`src/hw/rtl/spq_pkg.sv`:
```
`timescale 1ns / 1ps

package spq_pkg;

   localparam int DEPTH    = 16;
   localparam int IDX_W    = (DEPTH > 2) ? $clog2(DEPTH) : 1;
   localparam int CNT_W    = $clog2(DEPTH + 1);
   localparam int OCC_W    = 5;
   localparam int PRIO_W   = 8;
   localparam int TAG_W    = 8;
   localparam int STATUS_W = 2;

   typedef enum logic [STATUS_W-1:0] {
      ST_OK    = 2'd0,
      ST_EMPTY = 2'd1,
      ST_FULL  = 2'd2
   } status_type;

   typedef enum logic {
      OP_ENQ = 1'b0,
      OP_DEQ = 1'b1
   } op_type;

   typedef enum logic [2:0] {
      S_IDLE,
      S_DEQ_WAIT,
      S_ENQ_CMP,
      S_ENQ_LAST,
      S_RESP
   } state_type;

   typedef struct packed {
      logic [PRIO_W-1:0] prio;
      logic [TAG_W-1:0]  tag;
   } entry_type;

   typedef struct packed {
      logic             we;
      logic [IDX_W-1:0] waddr;
      entry_type        wdata;
      logic [IDX_W-1:0] raddr;
   } mem_req_type;

endpackage

```
`src/hw/rtl/spq_if.sv`:
```
`timescale 1ns / 1ps

interface spq_req_if;
   logic                       valid;
   logic                       ready;
   logic                       op;
   logic [spq_pkg::PRIO_W-1:0] new_priority;
   logic [spq_pkg::TAG_W-1:0]  new_tag;

   modport source (output valid, output op, output new_priority, output new_tag,
                   input ready);
   modport sink   (input valid, input op, input new_priority, input new_tag,
                   output ready);
endinterface

interface spq_rsp_if;
   logic                         valid;
   logic                         ready;
   logic [spq_pkg::STATUS_W-1:0] status;
   logic [spq_pkg::PRIO_W-1:0]   out_priority;
   logic [spq_pkg::TAG_W-1:0]    out_tag;
   logic [spq_pkg::OCC_W-1:0]    occupancy;

   modport source (output valid, output status, output out_priority, output out_tag,
                   output occupancy, input ready);
   modport sink   (input valid, input status, input out_priority, input out_tag,
                   input occupancy, output ready);
endinterface

```
`src/hw/rtl/sorted_priority_queue.sv`:
```
`timescale 1ns / 1ps

// Priority queue of up to DEPTH entries kept in descending priority order in a
// single-port-write, registered-read entry memory. Enqueue inserts ahead of the first
// entry of lower or equal priority, dequeue returns the tail (lowest priority, oldest
// among equals); each request gives exactly one response. A request is taken only
// while the sequencer is idle. An enqueue walks from the tail toward its slot moving
// one entry per cycle and passes at most DEPTH - 1 entries. The memory's one read
// and one write per cycle set this pace. A waiting response holds the next request
// back only when that one finishes.

module sorted_priority_queue (
   input logic       clock,
   input logic       reset,
   spq_req_if.sink   req_chan,
   spq_rsp_if.source rsp_chan
);

   spq_pkg::mem_req_type mem_req;
   spq_pkg::entry_type   rd_data;

   spq_seq u_seq (
      .clock    (clock),
      .reset    (reset),
      .req_chan (req_chan),
      .rsp_chan (rsp_chan),
      .mem_req  (mem_req),
      .rd_data  (rd_data)
   );

   spq_store u_store (
      .clock   (clock),
      .mem_req (mem_req),
      .rd_data (rd_data)
   );

endmodule

```
`src/hw/rtl/spq_store.sv`:
```
`timescale 1ns / 1ps

module spq_store (
   input  logic                 clock,
   input  spq_pkg::mem_req_type mem_req,
   output spq_pkg::entry_type   rd_data
);

   spq_pkg::entry_type mem_ff [spq_pkg::DEPTH];
   spq_pkg::entry_type rd_data_ff;

   always_ff @(posedge clock) begin
      if (mem_req.we) begin
         mem_ff[mem_req.waddr] <= mem_req.wdata;
      end
      rd_data_ff <= mem_ff[mem_req.raddr];
   end

   assign rd_data = rd_data_ff;

endmodule

```
`src/hw/rtl/spq_seq.sv`:
```
`timescale 1ns / 1ps

module spq_seq (
   input  logic                 clock,
   input  logic                 reset,
   spq_req_if.sink              req_chan,
   spq_rsp_if.source            rsp_chan,
   output spq_pkg::mem_req_type mem_req,
   input  spq_pkg::entry_type   rd_data
);

   spq_pkg::state_type         state_ff, state_in;
   logic [spq_pkg::CNT_W-1:0]  count_ff, count_in;
   logic [spq_pkg::IDX_W-1:0]  idx_ff, idx_in;
   spq_pkg::entry_type         new_ff, new_in;
   spq_pkg::status_type        res_status_ff, res_status_in;
   spq_pkg::entry_type         res_entry_ff, res_entry_in;
   logic                       rsp_valid_ff, rsp_valid_in;
   spq_pkg::status_type        rsp_status_ff, rsp_status_in;
   spq_pkg::entry_type         rsp_entry_ff, rsp_entry_in;
   logic [spq_pkg::OCC_W-1:0]  rsp_occ_ff, rsp_occ_in;
   logic                       accept;
   logic                       rd_greater;

   assign req_chan.ready = (state_ff == spq_pkg::S_IDLE);
   assign accept         = req_chan.valid && req_chan.ready;

   // compare unit: stored entry outranks the new one
   assign rd_greater = (rd_data.prio > new_ff.prio);

   always_ff @(posedge clock) begin
      if (reset) begin
         state_ff     <= spq_pkg::S_IDLE;
         count_ff     <= '0;
         rsp_valid_ff <= 1'b0;
      end else begin
         state_ff     <= state_in;
         count_ff     <= count_in;
         rsp_valid_ff <= rsp_valid_in;
      end
      idx_ff        <= idx_in;
      new_ff        <= new_in;
      res_status_ff <= res_status_in;
      res_entry_ff  <= res_entry_in;
      rsp_status_ff <= rsp_status_in;
      rsp_entry_ff  <= rsp_entry_in;
      rsp_occ_ff    <= rsp_occ_in;
   end

   always_comb begin
      state_in      = state_ff;
      count_in      = count_ff;
      idx_in        = idx_ff;
      new_in        = new_ff;
      res_status_in = res_status_ff;
      res_entry_in  = res_entry_ff;
      rsp_valid_in  = rsp_valid_ff && !rsp_chan.ready;
      rsp_status_in = rsp_status_ff;
      rsp_entry_in  = rsp_entry_ff;
      rsp_occ_in    = rsp_occ_ff;
      mem_req.we    = 1'b0;
      mem_req.waddr = idx_ff;
      mem_req.wdata = new_ff;
      mem_req.raddr = spq_pkg::IDX_W'(count_ff - 1'b1);

      unique case (state_ff)
         spq_pkg::S_IDLE: begin
            if (accept) begin
               new_in.prio   = req_chan.new_priority;
               new_in.tag    = req_chan.new_tag;
               res_status_in = spq_pkg::ST_OK;
               res_entry_in  = '0;
               idx_in        = spq_pkg::IDX_W'(count_ff);
               if (req_chan.op == spq_pkg::OP_DEQ) begin
                  if (count_ff == '0) begin
                     res_status_in = spq_pkg::ST_EMPTY;
                     state_in      = spq_pkg::S_RESP;
                  end else begin
                     state_in = spq_pkg::S_DEQ_WAIT;
                  end
               end else if (count_ff == spq_pkg::CNT_W'(spq_pkg::DEPTH)) begin
                  res_status_in = spq_pkg::ST_FULL;
                  state_in      = spq_pkg::S_RESP;
               end else if (count_ff == '0) begin
                  state_in = spq_pkg::S_ENQ_LAST;
               end else begin
                  state_in = spq_pkg::S_ENQ_CMP;
               end
            end
         end
         spq_pkg::S_DEQ_WAIT: begin
            res_entry_in = rd_data;
            count_in     = count_ff - 1'b1;
            state_in     = spq_pkg::S_RESP;
         end
         spq_pkg::S_ENQ_CMP: begin
            mem_req.we = 1'b1;
            if (rd_greater) begin
               count_in = count_ff + 1'b1;
               state_in = spq_pkg::S_RESP;
            end else begin
               // move the lower-or-equal entry one slot toward the tail
               mem_req.wdata = rd_data;
               idx_in        = idx_ff - 1'b1;
               mem_req.raddr = idx_ff - 1'b1 - 1'b1;
               if (idx_ff == spq_pkg::IDX_W'(1)) begin
                  state_in = spq_pkg::S_ENQ_LAST;
               end
            end
         end
         spq_pkg::S_ENQ_LAST: begin
            mem_req.we    = 1'b1;
            mem_req.waddr = '0;
            count_in      = count_ff + 1'b1;
            state_in      = spq_pkg::S_RESP;
         end
         spq_pkg::S_RESP: begin
            if (!rsp_valid_ff || rsp_chan.ready) begin
               rsp_valid_in  = 1'b1;
               rsp_status_in = res_status_ff;
               rsp_entry_in  = res_entry_ff;
               rsp_occ_in    = spq_pkg::OCC_W'(count_ff);
               state_in      = spq_pkg::S_IDLE;
            end
         end
         default: begin
            state_in = spq_pkg::S_IDLE;
         end
      endcase
   end

   assign rsp_chan.valid        = rsp_valid_ff;
   assign rsp_chan.status       = rsp_status_ff;
   assign rsp_chan.out_priority = rsp_entry_ff.prio;
   assign rsp_chan.out_tag      = rsp_entry_ff.tag;
   assign rsp_chan.occupancy    = rsp_occ_ff;

   a_count_bound: assert property (@(posedge clock) disable iff (reset)
      count_ff <= spq_pkg::CNT_W'(spq_pkg::DEPTH))
      else $error("entry count above depth");

   a_cmp_idx: assert property (@(posedge clock) disable iff (reset)
      state_ff == spq_pkg::S_ENQ_CMP |-> idx_ff != '0)
      else $error("compare step at head slot");

   a_empty_occ: assert property (@(posedge clock) disable iff (reset)
      state_ff == spq_pkg::S_RESP && res_status_ff == spq_pkg::ST_EMPTY |-> count_ff == '0)
      else $error("empty status with entries held");

   a_full_occ: assert property (@(posedge clock) disable iff (reset)
      state_ff == spq_pkg::S_RESP && res_status_ff == spq_pkg::ST_FULL
      |-> count_ff == spq_pkg::CNT_W'(spq_pkg::DEPTH))
      else $error("full status below depth");

   a_write_state: assert property (@(posedge clock) disable iff (reset)
      mem_req.we |-> state_ff == spq_pkg::S_ENQ_CMP || state_ff == spq_pkg::S_ENQ_LAST)
      else $error("entry write outside enqueue");

endmodule

```
`src/flat_wrapper.sv`:
```
// flat-port wrapper written by rule: the top's interface ports become plain ports
module sorted_priority_queue_flat 
  (clock, reset, req_chan_valid, req_chan_op, req_chan_new_priority, req_chan_new_tag, req_chan_ready, rsp_chan_valid, rsp_chan_status, rsp_chan_out_priority, rsp_chan_out_tag, rsp_chan_occupancy, rsp_chan_ready);
  spq_req_if req_chan_i ();
  spq_rsp_if rsp_chan_i ();
  input logic clock;
  input logic reset;
  input wire logic [$bits(req_chan_i.valid)-1:0] req_chan_valid;
  input wire logic [$bits(req_chan_i.op)-1:0] req_chan_op;
  input wire logic [$bits(req_chan_i.new_priority)-1:0] req_chan_new_priority;
  input wire logic [$bits(req_chan_i.new_tag)-1:0] req_chan_new_tag;
  output wire logic [$bits(req_chan_i.ready)-1:0] req_chan_ready;
  output wire logic [$bits(rsp_chan_i.valid)-1:0] rsp_chan_valid;
  output wire logic [$bits(rsp_chan_i.status)-1:0] rsp_chan_status;
  output wire logic [$bits(rsp_chan_i.out_priority)-1:0] rsp_chan_out_priority;
  output wire logic [$bits(rsp_chan_i.out_tag)-1:0] rsp_chan_out_tag;
  output wire logic [$bits(rsp_chan_i.occupancy)-1:0] rsp_chan_occupancy;
  input wire logic [$bits(rsp_chan_i.ready)-1:0] rsp_chan_ready;
  assign req_chan_i.valid = req_chan_valid;
  assign req_chan_i.op = req_chan_op;
  assign req_chan_i.new_priority = req_chan_new_priority;
  assign req_chan_i.new_tag = req_chan_new_tag;
  assign req_chan_ready = req_chan_i.ready;
  assign rsp_chan_valid = rsp_chan_i.valid;
  assign rsp_chan_status = rsp_chan_i.status;
  assign rsp_chan_out_priority = rsp_chan_i.out_priority;
  assign rsp_chan_out_tag = rsp_chan_i.out_tag;
  assign rsp_chan_occupancy = rsp_chan_i.occupancy;
  assign rsp_chan_i.ready = rsp_chan_ready;
  sorted_priority_queue u_core (.clock(clock), .reset(reset), .req_chan(req_chan_i), .rsp_chan(rsp_chan_i));
endmodule
```
`config.mk`:
```
export PLATFORM = sky130hd
export DESIGN_NAME = sorted_priority_queue_flat
export DESIGN_NICKNAME = d
export VERILOG_FILES = /design/src/hw/rtl/spq_pkg.sv /design/src/hw/rtl/spq_if.sv /design/src/hw/rtl/sorted_priority_queue.sv /design/src/hw/rtl/spq_store.sv /design/src/hw/rtl/spq_seq.sv /design/src/flat_wrapper.sv
export SDC_FILE = /design/constraint.sdc
export NUM_CORES = 1
export LEC_CHECK = 0
export ABC_AREA = 1
export BUFFER_PORTS_ARGS = -buffer_cell sky130_fd_sc_hd__buf_2
export CAP_MARGIN = 20
export CORE_MARGIN = 4
export CORE_UTILIZATION = 45
export CTS_CLUSTER_SIZE = 10
export DETAILED_ROUTE_END_ITERATION = 8
export GPL_TIMING_DRIVEN = 1
export PLACE_DENSITY_LB_ADDON = 0.12
export REMOVE_ABC_BUFFERS = 1
export SYNTH_ARGS = -nofsm -noshare
export SYNTH_HDL_FRONTEND = slang
export SYNTH_SLANG_ARGS = --single-unit
```
`constraint.sdc`:
```
create_clock -name clock -period 2.8 [get_ports clock]
set_input_delay 0.84 -clock clock [delete_from_list [all_inputs] [get_ports clock]]
set_output_delay 0.84 -clock clock [all_outputs]
set_load 0.02 [all_outputs]
```
==> results.toml, run 1 <==
[drt]
routed_wirelength_um = 37100
wire_per_inst_um = 18.9
antenna_left = 0
firstDrtPassIters = 5
viasPerCell = 5.01
drc = 0
num_vias = 9831
drtIter0Drc = 694

[outcome]
status = "finished clean"

[finish]
antenna_cells = 0
finalInstanceArea_um2 = 17100
num-nets-final = 1527
syn2layout_area_growth_pct = 15.3
final_layout_size_suffix_gt1_share_pct = 12.2

[global_routing]
antenna_found_initial = 3
grt_pass1_vias = 9421
overflow = 0
groute.usage.overall_pct = 20.9
grt_first_pass_wirelength_um = 57200
grt_max_degree = 82

[synthesis]
netlist_instances = 1406
synth_largest_area_cell = "edfxtp_1"
synth.distinct_cells = 28
synth_area_leaders = "edfxtp_1, nand3_1, inv_1"
synth_top_area_share_pct = 64.3
ys_ff_latch = 342
ys_seq_area_share_pct = 67.7
synth.cell_area_um2 = 14800
synth.avg_cell_area_um2 = 10.5
ys_warn_count = 0

[sta]
worstMarginPinSlew_ns = 0.723
rsz0062_at_grt = "no"
hold_viol_final = 0
fin_ws_ns = 0.177
post-route-period-util_pct = 93.7
clock_skew_ns = 0.0151
drv_slew = 0
period_needed_ns = 2.62
maxSlewHeadroom_pct = 51.3
fmax_mhz = 381
setup_violations = 0

[pwr]
power_density_nw_per_um2 = 1120
irDropWorstVdd_uv = 760
finalPower_uw = 19200
power_leakage_uw = 0.00732

[setup_path]
cp_max_fo = 81
cp_data_arrival_time_ns = 3.01
timing.rr.end = "u_core.u_store.rd_data[11]"
cp-start-kind = "flop"
r2r_cells = 18
critical_path_required_ns = 3.18
cp-end-kind = "flop"
rr_startpoint = "u_core.u_seq.new_ff[9]"
rrSetupSlack_ns = 0.18
worst-setup-path-type = "flop to flop"

[min_path]
hold_class = "flop to flop"
worstHoldPathCells = 0
min_to = "u_core.u_seq.rsp_chan.status[0]"
min_from = "u_core.u_seq.res_status_ff[0]"

[floorplanning]
fp.dieArea_um2 = 35900
die_w_um = 189
pin_count = 46
core_um2 = 32500
start_util_pct = 45.6
num_rows = 66
die_h_um = 189

[clock_network]
post_cts_buffers = 0
clock_latency_ns = 0.53
clkTransAtPathRegs_ns = 0.06
clock_sinks = 342
cts_resized = 0
cts_max_path_buffers = 3
holdBufCountCts = 0
clk_root_buffer_cell = "clkbuf_16"
cts_tree = "yes"
cts_buffers = 40
h-tree-depth = 2

[placed_design]
gp_congestion = 0.797
postPlaceCellArea_um2 = 15900
hpwlAfterDp_um = 21300
place.port_buffers = 45
place_ws_ns = 0.207

[job]
cap_violations = 0
## through the flow
step / setup TNS [ns] / hold slack, ns / cells / utilization [%]
2_1_floorplan: -14.68 / 0.400 / 1345 / -
3_3_place_gp: 0 / 0.401 / 1894 / 49.0
3_5_place_dp: 0 / 0.405 / 1894 / 49.0
4_1_cts: 0 / 0.418 / 1964 / 52.6
5_1_grt: 0 / 0.420 / 1964 / 52.6
6_report: 0 / 0.417 / 1964 / 52.6
## where the power goes
group	leakage, µW	switching, µW	total (µW)	internal (µW)
registers	0.00310	249	7180	6930
clock network	0.000554	1950	4660	2710
logic	0.00366	5160	7340	2180
## kinds of logic (layout without fill, tap and decap cells)
group | after synthesis | count (layout) | synth area share [%]
xor gates and xnor gates | 8 | 8 | 0.473
buffers and inverters | 369 | 485 | 10.0
AOI/OAI and AO/OA | 50 | 50 | 1.97
adders and majority gates | 12 | 12 | 1.01
and+or+nand+nor | 625 | 625 | 18.8
DFF | 342 | 342 | 67.7
## metal layers
| layer | vias to the layer above | GRT usage [%] | share of wire [%] |
|---|---|---|---|
| li1 | 4789 | - | - |
| met1 | 4701 | 28.7 | 45 |
| met3 | 61 | 3.91 | 6.4 |
| met4 | 2 | 5.79 | 2.5 |
| met5 | - | 0 | 0.040 |
| met2 | 278 | 34.4 | 47 |
## synth_stat cells (all sizes together)
master	number
dfxtp	25
a211oi	4
nand4	2
inv	307
a21o	1
nand2	249
a21oi	10
nor2	51
o21ai	33
clkbuf	12
o21a	1
or2	1
clkinv	1
xor2	7
edfxtp	317
buf	49
xnor2	1
nand3	321
a311oi	1
ha	12
nor3	1
## cells in the final DEF, fill, tap and decap left out, types with 2 or more instances in the layout
cell and count:
inv_1 306, nand2_1 242, nand3_1 320, o21ai_0 28, nand2_2 5, buf_2 45
buf_12 9, a21oi_1 9, a211oi_1 4, ha_1 12, edfxtp_1 317, buf_4 53
nand2_4 2, clkbuf_1 25, nor2_2 17, nand4_1 2, o21ai_2 3, inv_6 2
nor2_1 33, clkbuf_16 40, xor2_1 7, o21ai_4 2, dfxtp_1 25
## worst max-delay path by stage
stage	depth (start not counted)	startpoint	endpoint
global route	18	u_core.u_seq.new_ff[9]	u_core.u_store.rd_data[11]
finish	18	u_core.u_seq.new_ff[9]	u_core.u_store.rd_data[11]
global placement	17	u_core.u_seq.new_ff[9]	u_core.u_store.rd_data[11]
detailed placement	18	u_core.u_seq.new_ff[9]	u_core.u_store.rd_data[11]
CTS	18	u_core.u_seq.new_ff[9]	u_core.u_store.rd_data[11]
floorplan	13	u_core.u_seq.new_ff[15]	u_core.u_store.rd_data[12]
## worst max-delay path: stages (launching register included)
cell	delay, ns
edfxtp_1	0.36
inv_1	0.05
ha_1	0.31
nand2_1	0.06
nand2_1	0.08
nand2_1	0.05
nand2_1	0.05
nand2_1	0.05
nand2_1	0.06
nand2_2	0.10
nand2_4	0.20
nand2_2	0.11
nand2_2	0.09
buf_12	0.35
nand2_1	0.09
nand3_1	0.10
nand3_1	0.08
nand3_1	0.11
nand2_1	0.13
## registers in the layout (all words and copies together), names as in the netlist
| signal | flops |
|---|---|
| u_core.u_seq.rsp_chan.occupancy | 5 |
| u_core.u_seq.rsp_chan.status | 2 |
| u_core.u_seq.res_status_ff | 2 |
| u_core.u_store.mem_ff | 256 |
| u_core.u_seq.rsp_chan.valid | 1 |
| u_core.u_seq.new_ff | 16 |
| u_core.u_seq.idx_ff | 4 |
| u_core.u_seq.rsp_chan.out_tag | 8 |
| u_core.u_seq.rsp_chan.out_priority | 8 |
| u_core.u_store.rd_data | 16 |
| u_core.u_seq.count_ff | 5 |
| u_core.u_seq.res_entry_ff | 16 |
| u_core.u_seq.state_ff | 3 |
## layout make-up
| cell class | instances | area, µm² |
|---|---|---|
| timing repair buffer | 107 | 803 |
| multi-input combinational | 695 | 3370 |
| clock buffer | 66 | 1110 |
| sequential | 342 | 10000 |
| fill | 2934 | 15400 |
| clock inverter | 4 | 52.6 |
| tap | 442 | 553 |
| inverter | 308 | 1160 |
(Power assumes the default switching activity.)
==> run 2: changes to the inputs <==
Settings changed: ABC_AREA 1 to 0.
==> run 2 against run 1 <==
Combinational power increased by 33%. Flip-flop and latch count did not move. Sequential share of layout area grew 2.6 points. Non-clock buffer count is 57 higher. Core utilization up 3.9 points. Register-to-register slack worse by 0.68 ns. Via count decreased by 23%. Hold slack better by 0.00096 ns. Clock power about the same. Clock skew decreased by 0.0035 ns. The run now ends with negative setup slack left. Highest routed layer is now met4.
==> results.toml, run 2 <==
[outcome]
status = "complete, but fails checks"
violations = "negative setup slack"

[clock_network]
holdBufCountCts = 0
cts_buffers = 40
clk_root_buffer_cell = "clkbuf_16"
clock_latency_ns = 0.52
cts_tree = "yes"
cts_max_path_buffers = 3
h-tree-depth = 2
clkTransAtPathRegs_ns = 0.05
clock_sinks = 342

[placed_design]
place_ws_ns = -0.564
hpwlAfterDp_um = 18700
place.port_buffers = 45
postPlaceCellArea_um2 = 14700
gp_congestion = 0.808

[synthesis]
synth_top_family_by_area = "multiplexers"
yosys.area_share.simple_pct = 5.20
synthMuxAreaShare_pct = 10.9
ys_top_cells_by_count = "edfxtp_1, mux2i_1, o22ai_1"
async_flop_share_pct = 0
synth_area_leaders = "edfxtp_1, mux2i_1, dfxtp_1"
yosys.area_share.xor_xnor_pct = 0.791
synth_most_common_cell = "edfxtp_1"
synth_largest_area_cell = "edfxtp_1"
synthFlopType = "edfxtp_1"
synth_compound_area_share_pct = 4.67
netlist_instances = 797
ys_seq_area_share_pct = 75.4
synth_top_area_share_pct = 71.6
ys_warn_count = 0
synth.distinct_cells = 43
synth.avg_cell_area_um2 = 16.7
synth_edf_count = 317
ys_ff_latch = 342
synth.cell_area_um2 = 13300
synth-adder-area-share_pct = 1.13

[sta]
fin_ws_ns = -0.506
post-route-period-util_pct = 118
setup_violations = 16
rsz0062_at_grt = "yes"
fmax_mhz = 303
period_needed_ns = 3.31
maxSlewHeadroom_pct = 61.8
hold_viol_final = 0
drv_slew = 0
worstMarginPinSlew_ns = 0.568
clock_skew_ns = 0.0116
whs_ns = 0.418

[drt]
num_vias = 7551
firstDrtPassIters = 5
drc = 0
viasPerCell = 5.50
routed_wirelength_um = 31300
antenna_left = 0
drtIter0Drc = 521
wire_per_inst_um = 22.8

[floorplanning]
num_rows = 62
pin_count = 46
fp.dieArea_um2 = 32300
start_util_pct = 45.9
die_h_um = 180
core_um2 = 28900
die_w_um = 180

[finish]
syn2layout_area_growth_pct = 23.0
antenna_cells = 0
finalInstanceArea_um2 = 16300
num-nets-final = 994
ff_latch_area_um2 = 10000
final_layout_size_suffix_gt1_share_pct = 26.0
multi_input_area_um2 = 3200
largest_register_ffs = 256
mostFrequentLayoutCells = "edfxtp_1, mux2i_1, buf_4"
utilization_pct = 56.5
final_common_cell = "edfxtp_1"
nFillCells = 2253
top_register = "u_core.u_store.mem_ff"

[pwr]
power_leakage_uw = 0.00632
irDropWorstVdd_uv = 583
power_density_nw_per_um2 = 1320
finalPower_uw = 21600

[global_routing]
grt_first_pass_wirelength_um = 46600
grt_pass1_vias = 7597
met3_usage_pct = 3.17
grtUsageMet1_pct = 26.6
groute.usage.overall_pct = 19.0
top_usage_layer = "met2"
grt_max_degree = 24
overflow = 0
grt_use_met2_pct = 30.9
antenna_found_initial = 3

[setup_path]
cp-end-kind = "flop"
cp-start-kind = "flop"
cp_data_arrival_time_ns = 3.68
cp_max_fo = 6
worst-setup-path-type = "flop to flop"
critical_path_required_ns = 3.17

[min_path]
hold_class = "flop to flop"

[job]
cap_violations = 0
## run 2: cell types whose count changed after synthesis, sizes merged, moves of 26 or more
cell	change
inv	-292
mux2i	+132
nand3	-314
o22ai	+66
buf	-26
nand2	-225
## run 2: final timing paths
path                                                         endpoint                     startpoint  slack [ns]  cells after the start
worst max-delay path                        u_core.u_store.rd_data[5]        u_core.u_seq.new_ff[13]       -0.51                     15
worst min-delay path            u_core.u_seq.rsp_chan.out_priority[5]  u_core.u_seq.res_entry_ff[13]        0.42                      0
worst max register to register              u_core.u_store.rd_data[5]        u_core.u_seq.new_ff[13]       -0.51                     15
worst min register to register  u_core.u_seq.rsp_chan.out_priority[5]  u_core.u_seq.res_entry_ff[13]        0.42                      0
## run 2: metrics by stage
stage	TNS, ns	instances
after detailed placement	-8.30	1277
after floorplan	-200.52	755
after global placement	-7.35	1277
after global routing	-9.78	1372
after CTS	-62.72	1375
final	-7.44	1372
## run 2: power by group
part / switching, µW / internal (µW)
Sequential: 348 / 6870
Clock: 1850 / 2790
Combinational: 5010 / 4770
## run 2: what timing repair did
| action | 4_1_cts | 5_1_grt |
|---|---|---|
| pin swaps | 13 | 11 |
| resized for setup | 35 | 13 |
| gates cloned | 4 | 0 |
| setup buffers | 26 | 5 |
| setup endpoints to repair | 16 | 272 |
## run 2: layout make-up
cell class / instances / area share, %
multi-input cells: 398 / 19.6
clock buffers: 67 / 7.06
well taps: 384 / 2.94
inverters: 15 / 0.344
repair buffers: 164 / 8.62
flip-flops and latches: 342 / 61.3
clock inverters: 2 / 0.130
## run 2: logic make-up (layout without fill, tap and decap cells)
| logic type | after synthesis | after routing |
|---|---|---|
| AOI/OAI and AO/OA | 100 | 100 |
| xor gates and xnor gates | 12 | 12 |
| adders and majority gates | 12 | 12 |
| buffers and inverters | 57 | 248 |
| DFF | 342 | 342 |
| muxes | 143 | 143 |
| and+or+nand+nor | 131 | 131 |
## run 2: per-layer routing
layer	vias up	part of all wire (%)
li1	3425	-
met5	-	0
met4	0	2.7
met3	64	6.3
met2	250	47
met1	3812	44
## run 2: critical path: stages, from the launching register on
cell and delay (ns):
edfxtp_1 0.32, inv_1 0.07, ha_1 0.32, nand4_1 0.14, buf_4 0.17, a211oi_2 0.31, nor4_4 0.08, buf_4 0.16
buf_4 0.15, buf_4 0.15, mux2_2 0.25, nand2b_1 0.17, buf_4 0.22, buf_4 0.14, o22ai_1 0.07, or4_1 0.45
==> run 3: changes to the inputs <==
Settings changed: PLACE_DENSITY_LB_ADDON 0.12 to default.
==> run 3 against run 2 <==
The run still ends with negative setup slack left. Combinational power down 3.5%. Global-route usage down 0.057 points. Critical path depth down 2. Sequential power up 1%. Register-to-register slack worse by 0.03 ns. Die area unchanged. Largest power group unchanged.
==> results.toml, run 3 (synthesized netlist as in run 2, its figures left out) <==
[min_path]
hold_class = "flop to flop"
min_from = "u_core.u_seq.res_entry_ff[11]"

[drt]
routed_wirelength_um = 32300
drtIter0Drc = 554
viasPerCell = 5.45
wl_met3_um = 2200
dr.max_layer_used = "met4"
drc = 0
antenna_left = 0
wirelength_met1_um = 13700
firstDrtPassIters = 5
num_vias = 7512
wire_per_inst_um = 23.4
wl_met2_um = 15900

[setup_path]
cp_cell_sequence = "inv_2, ha_4, nor2b_4, o211ai_1, a211oi_4, nor4_4, buf_4, mux2i_4, buf_12, buf_16, mux2i_2, o22ai_1, or4_1"
cp-start-kind = "flop"
cp_max_fo = 16
cp-end-kind = "flop"
critical_path_required_ns = 3.19
crit_slowest_cell = "or4_1"
startpoint = "u_core.u_seq.new_ff[9]"
rr_startpoint = "u_core.u_seq.new_ff[9]"
cp_data_arrival_time_ns = 3.72
cpPeakStageDelay_ns = 0.54
worst-setup-path-type = "flop to flop"

[finish]
ff_latch_area_um2 = 10000
mostFrequentLayoutCells = "edfxtp_1, mux2i_1, buf_4"
syn2layout_area_growth_pct = 24.1
largest_register_ffs = 256
final_common_cell = "edfxtp_1"
top_register = "u_core.u_store.mem_ff"
num-nets-final = 1001
fin_cells = 1379
multi_input_area_um2 = 3330
final_layout_size_suffix_gt1_share_pct = 25.9
nFillCells = 2192
antenna_cells = 0

[sta]
clock_skew_ns = 0.0155
setup_violations = 16
fin_ws_ns = -0.535
post-route-period-util_pct = 119
drv_slew = 0
worstMarginPinSlew_ns = 0.505
maxSlewHeadroom_pct = 66.1
fmax_mhz = 300
period_needed_ns = 3.34
rsz0062_at_grt = "yes"
hold_viol_final = 0

[pwr]
irDropWorstVdd_uv = 715
power_leakage_uw = 0.00639
finalPower_uw = 21400
power_density_nw_per_um2 = 1300

[floorplanning]
fp.dieArea_um2 = 32300
pin_count = 46
core_um2 = 28900
die_w_um = 180
start_util_pct = 45.9
num_rows = 62
die_h_um = 180

[clock_network]
h-tree-depth = 2
clock_sinks = 342
clock_latency_ns = 0.52
cts_buffers = 40
clk_root_buffer_cell = "clkbuf_16"
holdBufCountCts = 0
cts_max_path_buffers = 3
clkTransAtPathRegs_ns = 0.05
cts_tree = "yes"

[global_routing]
grt_max_degree = 19
groute.usage.overall_pct = 19.0
grt_pass1_vias = 7704
antenna_found_initial = 2
overflow = 0
grt_first_pass_wirelength_um = 46700

[job]
cap_violations = 0

[outcome]
violations = "negative setup slack"
status = "complete, but fails checks"

[placed_design]
place_ws_ns = -0.597
hpwlAfterDp_um = 18800
place.port_buffers = 45
dp.cells = 1274
gp_congestion = 0.830
==> run 3: changes by cell type in the layout (fill, tap and decap cells not counted), sizes merged <==
| cell | delta |
|---|---|
| buf | -3 |
| clkbuf | +3 |
| clkinv | -1 |
| mux2 | +8 |
==> run 3: worst max-delay path: cells and delay by family, from the launching register on <==
family	cells	cell delay, ns
flip-flops	1	0.38
AND/OR/NAND/NOR	3	0.83
buffers and inverters	4	0.71
multiplexers	2	0.56
adder cells (fa/ha/maj)	1	0.22
AO/OA/AOI/OAI	3	0.49
==> run 3: area by class of cell <==
cell class | count | share of cell area, %
Sequential cell | 342 | 60.8
Multi-Input combinational cell | 406 | 20.2
Timing Repair Buffer | 163 | 8.62
Clock buffer | 68 | 7.09
Tap cell | 384 | 2.91
Inverter | 15 | 0.341
Clock inverter | 1 | 0.0986
==> run 3: worst paths after layout <==
path,slack (ns),endpoint,cells past startpoint
min reg2reg,0.42,u_core.u_seq.rsp_chan.out_priority[3],0
max,-0.54,u_core.u_store.rd_data[12],13
max reg2reg,-0.54,u_core.u_store.rd_data[12],13
min,0.42,u_core.u_seq.rsp_chan.out_priority[3],0
==> run 3: metrics by stage <==
| stage | setup TNS (ns) | area [µm²] | utilization [%] | hold slack (ns) |
|---|---|---|---|---|
| final | -7.44 | 16500 | 57.0 | 0.416 |
| after global routing | -11.20 | 16500 | 57.0 | 0.429 |
| after CTS | -38.32 | 16100 | 55.6 | 0.418 |
| after detailed placement | -23.80 | 14600 | 50.5 | 0.405 |
| after global placement | -18.88 | 14600 | 50.5 | 0.402 |
| after floorplan | -200.52 | 13100 | - | 0.400 |
==> run 3: routing by layer <==
metal	up-vias	GRT usage [%]
li1	3465	-
met1	3777	24.7
met2	228	32.4
met3	42	4.30
met4	0	4.88
met5	-	0
==> run 3: report_power, final <==
part           switching, µW  internal [µW]
Combinational           4910           4520
Clock                   1860           2820
Sequential               415           6870
Total                   7190          14200
==> run 3: timing repair <==
| item | in CTS | in global routing |
|---|---|---|
| gates resized for setup | 26 | 46 |
| cloned | 4 | 9 |
| setup buffers | 15 | 13 |
| setup endpoints to repair | 144 | 272 |
| pin swaps | 4 | 13 |
